[config.mk]
export PLATFORM = sky130hd
export DESIGN_NAME = next_permutation_step
export DESIGN_NICKNAME = d
export VERILOG_FILES = /design/src/rtl/nps_pkg.sv /design/src/rtl/nps_front.sv /design/src/rtl/nps_queue.sv /design/src/rtl/nps_back.sv /design/src/rtl/next_permutation_step.sv
export SDC_FILE = /design/constraint.sdc
export NUM_CORES = 1
export LEC_CHECK = 0
export BUFFER_PORTS_ARGS = -buffer_cell sky130_fd_sc_hd__buf_2
export CAP_MARGIN = 20
export CORE_MARGIN = 8
export CORE_UTILIZATION = 35
export DETAILED_ROUTE_END_ITERATION = 6
export PLACE_DENSITY = 0.61
export SLEW_MARGIN = 10
export SYNTH_ARGS = -nofsm -noshare
export SYNTH_HDL_FRONTEND = slang
export SYNTH_SLANG_ARGS = --single-unit
export TNS_END_PERCENT = 30
[constraint.sdc]
create_clock -name i_clk -period 8.4 [get_ports i_clk]
set_clock_uncertainty 0.2 [all_clocks]
set_input_delay 1.26 -clock i_clk [delete_from_list [all_inputs] [get_ports i_clk]]
set_output_delay 1.26 -clock i_clk [all_outputs]
set_load 0.005 [all_outputs]
[src/rtl/nps_pkg.sv]
// Shared types and constants for the next-permutation step block.
`timescale 1ns / 1ps

package nps_pkg;

    localparam int MAX_ELEMENTS = 8;
    localparam int ELEMENT_BITS = 4;
    localparam int WORD_BITS    = 32;
    localparam int FIT_LANES    = WORD_BITS / ELEMENT_BITS;
    localparam int LANES        = (MAX_ELEMENTS < FIT_LANES) ? MAX_ELEMENTS : FIT_LANES;
    localparam int IDX_W        = (LANES > 1) ? $clog2(LANES) : 1;
    localparam int CNT_W        = $clog2(LANES + 1);
    localparam int CFG_W        = 4;
    localparam int CFG_RESET    = 8;
    localparam int Q_DEPTH      = 2;
    localparam int Q_PTR_W      = (Q_DEPTH > 1) ? $clog2(Q_DEPTH) : 1;
    localparam int Q_CNT_W      = $clog2(Q_DEPTH + 1);

    typedef logic [ELEMENT_BITS-1:0] t_elem;
    typedef t_elem [LANES-1:0]       t_lanes;

    typedef struct packed {
        t_lanes           lanes;
        logic [CNT_W-1:0] count;
        logic [IDX_W-1:0] pivot;
        logic             found;
    } t_work;

    typedef struct packed {
        logic               full;
        logic               empty;
        logic [Q_CNT_W-1:0] level;
    } t_q_status;

endpackage

[src/rtl/nps_front.sv]
// Front end: unpacks an item, clamps the element count and finds the pivot.
`timescale 1ns / 1ps

module nps_front (
    input  logic [nps_pkg::WORD_BITS-1:0] i_perm_in,
    input  logic [nps_pkg::CFG_W-1:0]     i_element_count,
    output nps_pkg::t_work                o_work
);

    logic [nps_pkg::CNT_W-1:0] n_count;
    nps_pkg::t_lanes           n_lanes;
    logic [nps_pkg::IDX_W-1:0] n_pivot;
    logic                      n_found;

    always_comb begin
        if (i_element_count == '0) begin
            n_count = nps_pkg::CNT_W'(1);
        end else if (int'(i_element_count) > nps_pkg::LANES) begin
            n_count = nps_pkg::CNT_W'(nps_pkg::LANES);
        end else begin
            n_count = nps_pkg::CNT_W'(i_element_count);
        end
    end

    always_comb begin
        for (int i = 0; i < nps_pkg::LANES; i++) begin
            if (i < int'(n_count)) begin
                n_lanes[i] = i_perm_in[i*nps_pkg::ELEMENT_BITS +: nps_pkg::ELEMENT_BITS];
            end else begin
                n_lanes[i] = '0;
            end
        end
    end

    // rightmost ascent wins
    always_comb begin
        n_pivot = '0;
        n_found = 1'b0;
        for (int i = 0; i < nps_pkg::LANES - 1; i++) begin
            if ((i + 1 < int'(n_count)) && (n_lanes[i] < n_lanes[i+1])) begin
                n_pivot = nps_pkg::IDX_W'(i);
                n_found = 1'b1;
            end
        end
    end

    always_comb begin
        o_work.lanes = n_lanes;
        o_work.count = n_count;
        o_work.pivot = n_pivot;
        o_work.found = n_found;
    end

endmodule

[src/rtl/nps_queue.sv]
// Short queue of classified items between the front and back ends.
`timescale 1ns / 1ps

module nps_queue (
    input  logic               i_clk,
    input  logic               i_rst_n,
    input  logic               i_push,
    input  nps_pkg::t_work     i_work,
    input  logic               i_pop,
    output nps_pkg::t_work     o_work,
    output nps_pkg::t_q_status o_status
);

    nps_pkg::t_work               r_mem [nps_pkg::Q_DEPTH];
    logic [nps_pkg::Q_PTR_W-1:0]  r_wr_ptr;
    logic [nps_pkg::Q_PTR_W-1:0]  r_rd_ptr;
    logic [nps_pkg::Q_CNT_W-1:0]  r_level;
    logic [nps_pkg::Q_PTR_W-1:0]  n_wr_ptr;
    logic [nps_pkg::Q_PTR_W-1:0]  n_rd_ptr;
    logic [nps_pkg::Q_CNT_W-1:0]  n_level;

    always_comb begin
        n_wr_ptr = r_wr_ptr;
        n_rd_ptr = r_rd_ptr;
        n_level  = r_level;
        if (i_push) begin
            n_wr_ptr = (int'(r_wr_ptr) == nps_pkg::Q_DEPTH - 1) ? '0 : r_wr_ptr + 1'b1;
        end
        if (i_pop) begin
            n_rd_ptr = (int'(r_rd_ptr) == nps_pkg::Q_DEPTH - 1) ? '0 : r_rd_ptr + 1'b1;
        end
        if (i_push && !i_pop) begin
            n_level = r_level + 1'b1;
        end else if (!i_push && i_pop) begin
            n_level = r_level - 1'b1;
        end
    end

    always_ff @(posedge i_clk) begin
        if (!i_rst_n) begin
            r_wr_ptr <= '0;
            r_rd_ptr <= '0;
            r_level  <= '0;
        end else begin
            r_wr_ptr <= n_wr_ptr;
            r_rd_ptr <= n_rd_ptr;
            r_level  <= n_level;
        end
    end

    always_ff @(posedge i_clk) begin
        if (i_push) begin
            r_mem[r_wr_ptr] <= i_work;
        end
    end

    assign o_work         = r_mem[r_rd_ptr];
    assign o_status.level = r_level;
    assign o_status.empty = (r_level == '0);
    assign o_status.full  = (int'(r_level) == nps_pkg::Q_DEPTH);

endmodule

[src/rtl/nps_back.sv]
// Back end: swaps the pivot, reverses the suffix and holds the result register.
`timescale 1ns / 1ps

module nps_back (
    input  logic                          i_clk,
    input  logic                          i_rst_n,
    input  logic                          i_work_valid,
    input  nps_pkg::t_work                i_work,
    output logic                          o_pop,
    output logic                          o_valid,
    input  logic                          i_stall,
    output logic [nps_pkg::WORD_BITS-1:0] o_perm_out,
    output logic                          o_has_next
);

    logic                          r_valid;
    logic [nps_pkg::WORD_BITS-1:0] r_perm_out;
    logic                          r_has_next;
    logic [nps_pkg::IDX_W-1:0]     n_swap;
    nps_pkg::t_lanes               n_swapped;
    nps_pkg::t_lanes               n_result;
    logic [nps_pkg::WORD_BITS-1:0] n_packed;
    logic [nps_pkg::CNT_W:0]       n_src [nps_pkg::LANES];
    nps_pkg::t_elem                n_piv_val;

    assign o_pop = i_work_valid && (!r_valid || !i_stall);

    assign n_piv_val = i_work.lanes[i_work.pivot];

    // rightmost larger element after the pivot
    always_comb begin
        n_swap = i_work.pivot;
        for (int j = 0; j < nps_pkg::LANES; j++) begin
            if ((j > int'(i_work.pivot)) && (j < int'(i_work.count))
                    && (i_work.lanes[j] > n_piv_val)) begin
                n_swap = nps_pkg::IDX_W'(j);
            end
        end
    end

    always_comb begin
        n_swapped               = i_work.lanes;
        n_swapped[i_work.pivot] = i_work.lanes[n_swap];
        n_swapped[n_swap]       = n_piv_val;
    end

    always_comb begin
        for (int i = 0; i < nps_pkg::LANES; i++) begin
            n_src[i] = (nps_pkg::CNT_W+1)'(i_work.pivot) + (nps_pkg::CNT_W+1)'(i_work.count)
                       - (nps_pkg::CNT_W+1)'(i);
            if (!i_work.found || (i <= int'(i_work.pivot))) begin
                n_result[i] = i_work.found ? n_swapped[i] : i_work.lanes[i];
            end else if (i < int'(i_work.count)) begin
                n_result[i] = n_swapped[n_src[i][nps_pkg::IDX_W-1:0]];
            end else begin
                n_result[i] = '0;
            end
        end
    end

    always_comb begin
        n_packed = '0;
        for (int i = 0; i < nps_pkg::LANES; i++) begin
            n_packed[i*nps_pkg::ELEMENT_BITS +: nps_pkg::ELEMENT_BITS] = n_result[i];
        end
    end

    always_ff @(posedge i_clk) begin
        if (!i_rst_n) begin
            r_valid <= 1'b0;
        end else if (o_pop) begin
            r_valid <= 1'b1;
        end else if (!i_stall) begin
            r_valid <= 1'b0;
        end
    end

    always_ff @(posedge i_clk) begin
        if (o_pop) begin
            r_perm_out <= n_packed;
            r_has_next <= i_work.found;
        end
    end

    assign o_valid    = r_valid;
    assign o_perm_out = r_perm_out;
    assign o_has_next = r_has_next;

endmodule

[src/rtl/next_permutation_step.sv]
// Top level of the lexicographic next-permutation step block.
`timescale 1ns / 1ps

// Usage:
//   Input channel: i_valid / o_stall carry i_perm_in, a packed vector of
//   4-bit elements with element 0 in the low bits. An item is taken on a
//   rising edge with i_valid high and o_stall low.
//   Output channel: o_valid / i_stall carry o_perm_out and o_has_next.
//   o_has_next low means the input was already in non-increasing order and
//   o_perm_out repeats it. Lanes at or above the element count read as zero.
//   Config: i_cfg_wr_en writes i_cfg_wr_data into the element count
//   (0 acts as 1, values above 8 act as 8); write only while idle.
//   One item per cycle is sustained while i_stall is low.
//   The front end classifies the item (count clamp, pivot search) in the
//   accept cycle; the back end swaps and reverses from a two-entry queue
//   into the output register.
//   Reset (synchronous, active low) empties the queue and output register
//   and sets the element count to 8.
//   When the receiver stalls, the output holds; the queue keeps taking items
//   until it is full, then o_stall rises.
module next_permutation_step (
    input  logic                          i_clk,
    input  logic                          i_rst_n,
    input  logic                          i_cfg_wr_en,
    input  logic [nps_pkg::CFG_W-1:0]     i_cfg_wr_data,
    input  logic                          i_valid,
    output logic                          o_stall,
    input  logic [nps_pkg::WORD_BITS-1:0] i_perm_in,
    output logic                          o_valid,
    input  logic                          i_stall,
    output logic [nps_pkg::WORD_BITS-1:0] o_perm_out,
    output logic                          o_has_next
);

    logic [nps_pkg::CFG_W-1:0] r_element_count;
    nps_pkg::t_work            n_front_work;
    nps_pkg::t_work            n_back_work;
    nps_pkg::t_q_status        n_q_status;
    logic                      n_push;
    logic                      n_pop;

    always_ff @(posedge i_clk) begin
        if (!i_rst_n) begin
            r_element_count <= nps_pkg::CFG_W'(nps_pkg::CFG_RESET);
        end else if (i_cfg_wr_en) begin
            r_element_count <= i_cfg_wr_data;
        end
    end

    assign o_stall = n_q_status.full;
    assign n_push  = i_valid && !n_q_status.full;

    nps_front u_front (
        .i_perm_in       (i_perm_in),
        .i_element_count (r_element_count),
        .o_work          (n_front_work)
    );

    nps_queue u_queue (
        .i_clk    (i_clk),
        .i_rst_n  (i_rst_n),
        .i_push   (n_push),
        .i_work   (n_front_work),
        .i_pop    (n_pop),
        .o_work   (n_back_work),
        .o_status (n_q_status)
    );

    nps_back u_back (
        .i_clk        (i_clk),
        .i_rst_n      (i_rst_n),
        .i_work_valid (!n_q_status.empty),
        .i_work       (n_back_work),
        .o_pop        (n_pop),
        .o_valid      (o_valid),
        .i_stall      (i_stall),
        .o_perm_out   (o_perm_out),
        .o_has_next   (o_has_next)
    );

`ifndef ASSERT_OFF
    a_q_level_bound: assert property (@(posedge i_clk) disable iff (!i_rst_n)
        int'(n_q_status.level) <= nps_pkg::Q_DEPTH)
        else $error("queue level beyond depth");

    a_accept_lands: assert property (@(posedge i_clk) disable iff (!i_rst_n)
        (i_valid && !o_stall) |=> (!n_q_status.empty || o_valid))
        else $error("accepted item lost");

    a_drain_moves: assert property (@(posedge i_clk) disable iff (!i_rst_n)
        (!n_q_status.empty && (!o_valid || !i_stall)) |=> o_valid)
        else $error("queued item not moved to output");
`endif

endmodule
==> impl_metrics.toml <==
[status]
status = "finished, final reports clean"

[final_layout]
fin_nets = 1194
drive_gt1_frac = 0.182
diodes = 0
fin_cells = 1489
fillers = 2752
area_delta_synth_final_pct = 14.8
final_util = 0.404

[setup_path]
path_class = "flop to flop"
cp_data_arrival_time_ns = 7.32
required_ns = 8.45
critPathLaunchType = "flop"
cp_max_fo = 27
reg2reg_depth = 17
cp-end-kind = "flop"
r2r_slack_ns = 1.14
timing.rr.end = "u_back.o_perm_out[12]"

[clock_network]
htree_num_levels = 4
cts_hold_buf = 0
cts_buffers = 17
root_buffer = "clkbuf_16"
cts_setup_buffers = 0
cts_tree = "done"
clockBufferDepth = 2
clk_latency_ns = 0.43
clock_sinks = 123
cts_resized = 0
clk_pin_slew_worst_paths_ns = 0.07

[yosys]
syn_nets = 1129
synth_compound_area_frac = 0.235
synth.distinct_cells = 82
postSynthCellCount = 1033
synth_fa_ha_area_frac = 0.0717
yosysSeqAreaShare = 0.370
synth_ff_type = "edfxtp_1"
synth_mux_area_frac = 0.111
synthSimpleGateAreaFrac = 0.158
synth_xor_area_frac = 0.00812
synth_seq_cells = 123
synth_top_family_by_area = "compound AO/OA/AOI/OAI gates"
synth_edf_count = 113
synth_area_leaders = "edfxtp_1 (35%), ha_1 (7.0%), mux2i_1 (5.0%)"
yosys_warnings = 0
synth-async-reset-ratio = 0
synth_top_area_frac = 0.350
netlist_area_mm2 = 0.00970
synth.avg_cell_area_um2 = 9.39
yosys.area.top_type = "edfxtp_1"

[timing]
grt_setup_unrepaired = "false"
drv_slew = 0
max_freq_mhz = 138
period_share = 0.864
slew_headroom = 0.335
tightest_slew_ns = 0.979
finalHoldViolCount = 0
setup_tns_ns = 0
min_period_ns = 7.26
fin_ws_ns = 1.14
setup_viol = 0

[global_routing]
grt_pass1_wl_mm = 54.1
grt_max_degree = 42
antenna_found_initial = 0
grt-ovfl-total = 0
grt_pass1_vias = 8681
grt.total_usage = 0.214

[drt]
initialDrtViolationCount = 978
vias = 9148
wire_per_inst_um = 24.3
ant_nets = 0
drc = 0
first_pass_iters = 7
wl_mm = 36.1
vias_per_cell = 6.14

[die]
rows = 61
coreArea_mm2 = 0.0276
die_h_um = 182
die_w_um = 182
io_pins = 76
dieArea_mm2 = 0.0333
floorplan.initialDensity = 0.352

[worst_hold_path]
hp-class = "flop to flop"
min_from = "u_back.o_valid"
min_to = "u_back.o_valid"
whs_path_depth = 2

[placement]
io_buffers = 75
dp_cells = 1457
dp_slack_ns = 1.33
place.gp.congestion = 1.01
hpwlAfterDp_mm = 27.6

[flow_run]
cap_violations = 0
[per-layer routing]
metal | wire length, µm | track usage | vias up | part of all wire
li1 | - | - | 4121 | -
met1 | 15600 | 0.284 | 4414 | 0.43
met2 | 15600 | 0.321 | 506 | 0.43
met3 | 2870 | 0.0392 | 107 | 0.079
met4 | 2110 | 0.128 | 0 | 0.058
met5 | 0 | 0 | - | 0
[layout by cell type (no fill, tap or decap), types with 6 or more instances in the layout]
cell type    n
nor2b_1     15
xnor2_1      6
clkbuf_16   17
o2111ai_1    7
nand2b_1     8
nor3_1      15
o211ai_1    29
and2_1      16
and3_1       8
nand3_1     21
mux2i_1     46
a211oi_1    13
inv_1       50
o22ai_1      6
o221ai_1    16
a21o_1      11
o21ai_0     53
ha_1        54
inv_8        7
a22o_1       6
a21boi_0     7
a221oi_1     9
buf_4       26
o21a_1      11
edfxtp_1   113
nand2_1    115
a22oi_1     17
mux4_2      12
a221o_1      6
mux2_2      28
buf_2       75
dfxtp_1      9
nor2_1      90
nand4_1      7
o31ai_1      7
a21oi_1     61
a2111oi_0    6
a31oi_1     12
[worst max path at each step]
stage	end	slack, ns	cells after the start
3_5_place_dp	u_back.o_perm_out[28]	1.33	17
2_1_floorplan	u_back.o_perm_out[10]	2.42	20
3_3_place_gp	u_back.o_perm_out[23]	1.46	18
5_1_grt	u_back.o_perm_out[12]	0.75	17
6_report	u_back.o_perm_out[12]	1.14	17
4_1_cts	u_back.o_perm_out[12]	1.31	17
[stage by stage]
| step | cell area, µm² | hold WS [ns] |
|---|---|---|
| 6_report | 11100 | 0.281 |
| 5_1_grt | 11100 | 0.319 |
| 4_1_cts | 11100 | 0.289 |
| 3_5_place_dp | 10500 | 0.280 |
| 3_3_place_gp | 10500 | 0.269 |
| 2_1_floorplan | 9700 | 0.273 |
[synth_stat cells (4+ instances only)]
library cell  instances
nand3_1              21
xnor2_1               7
edfxtp_1            113
mux2i_1              48
clkbuf_1             41
and2_1               16
o22ai_1               6
a21o_1               11
or2_2                 4
ha_1                 54
a22oi_1              17
inv_1                50
a31oi_1              12
buf_2                 7
a221oi_1              9
a2111oi_0             6
nor3_1               15
mux2_2               28
nand2_1             115
a32oi_1               4
a221o_1               6
dfxtp_1              10
nor4_1                4
o221ai_1             16
a21boi_0              7
and4_1                5
nor2b_1              15
o21a_1               11
nand4_1               7
nor2_1               91
a21oi_1              61
or3_1                 5
o211ai_1             29
mux4_2               12
a211oi_1             13
and3_1                9
o2111ai_1             7
a211o_1               4
o31ai_1               7
o21ai_0              53
nand2b_1              8
a22o_1                6
[cell families (layout without fill, tap and decap cells)]
group | after synthesis | count (layout)
AO/OA/AOI/OAI | 322 | 322
XOR/XNOR | 9 | 9
AND/OR/NAND/NOR | 327 | 327
buffers and inverters | 108 | 186
flip-flops | 123 | 123
adder cells (fa/ha/maj) | 55 | 55
multiplexers | 89 | 89
[flip-flops by register name, indices dropped and copies added, names as in the netlist, named ones only]
register and cells:
u_queue.r_mem 80, u_back.o_perm_out 32, r_element_count 4, u_queue.r_level 2, u_back.o_has_next 1, u_back.o_valid 1, u_queue.r_rd_ptr 1, u_queue.r_wr_ptr 1
[worst max-delay path: stages, from the launching register on]
cell and delay (ns):
dfxtp_2 0.50, buf_4 0.44, mux2_2 0.33, nor2_1 0.05
or3_1 0.36, a31oi_1 0.66, inv_1 0.45, ha_1 0.43
nor2b_1 0.15, o211ai_1 0.19, a21oi_1 0.16, a211o_1 0.39
a221o_1 0.55, a2111oi_0 0.66, o22ai_1 0.47, o21a_1 0.32
mux4_2 0.54, o221ai_1 0.21
[area by class of cell]
type                            instances  area (µm²)  share of cell area
Timing Repair Buffer                  101         571              0.0512
Clock inverter                         15         168              0.0150
Tap cell                              378         473              0.0424
Multi-Input combinational cell        802        5710               0.513
Sequential cell                       123        3590               0.323
Clock buffer                           17         425              0.0382
Inverter                               53         199              0.0179
Power is not shown: default switching activity piles up to over one toggle a cycle in this logic, so the estimate is an artifact.
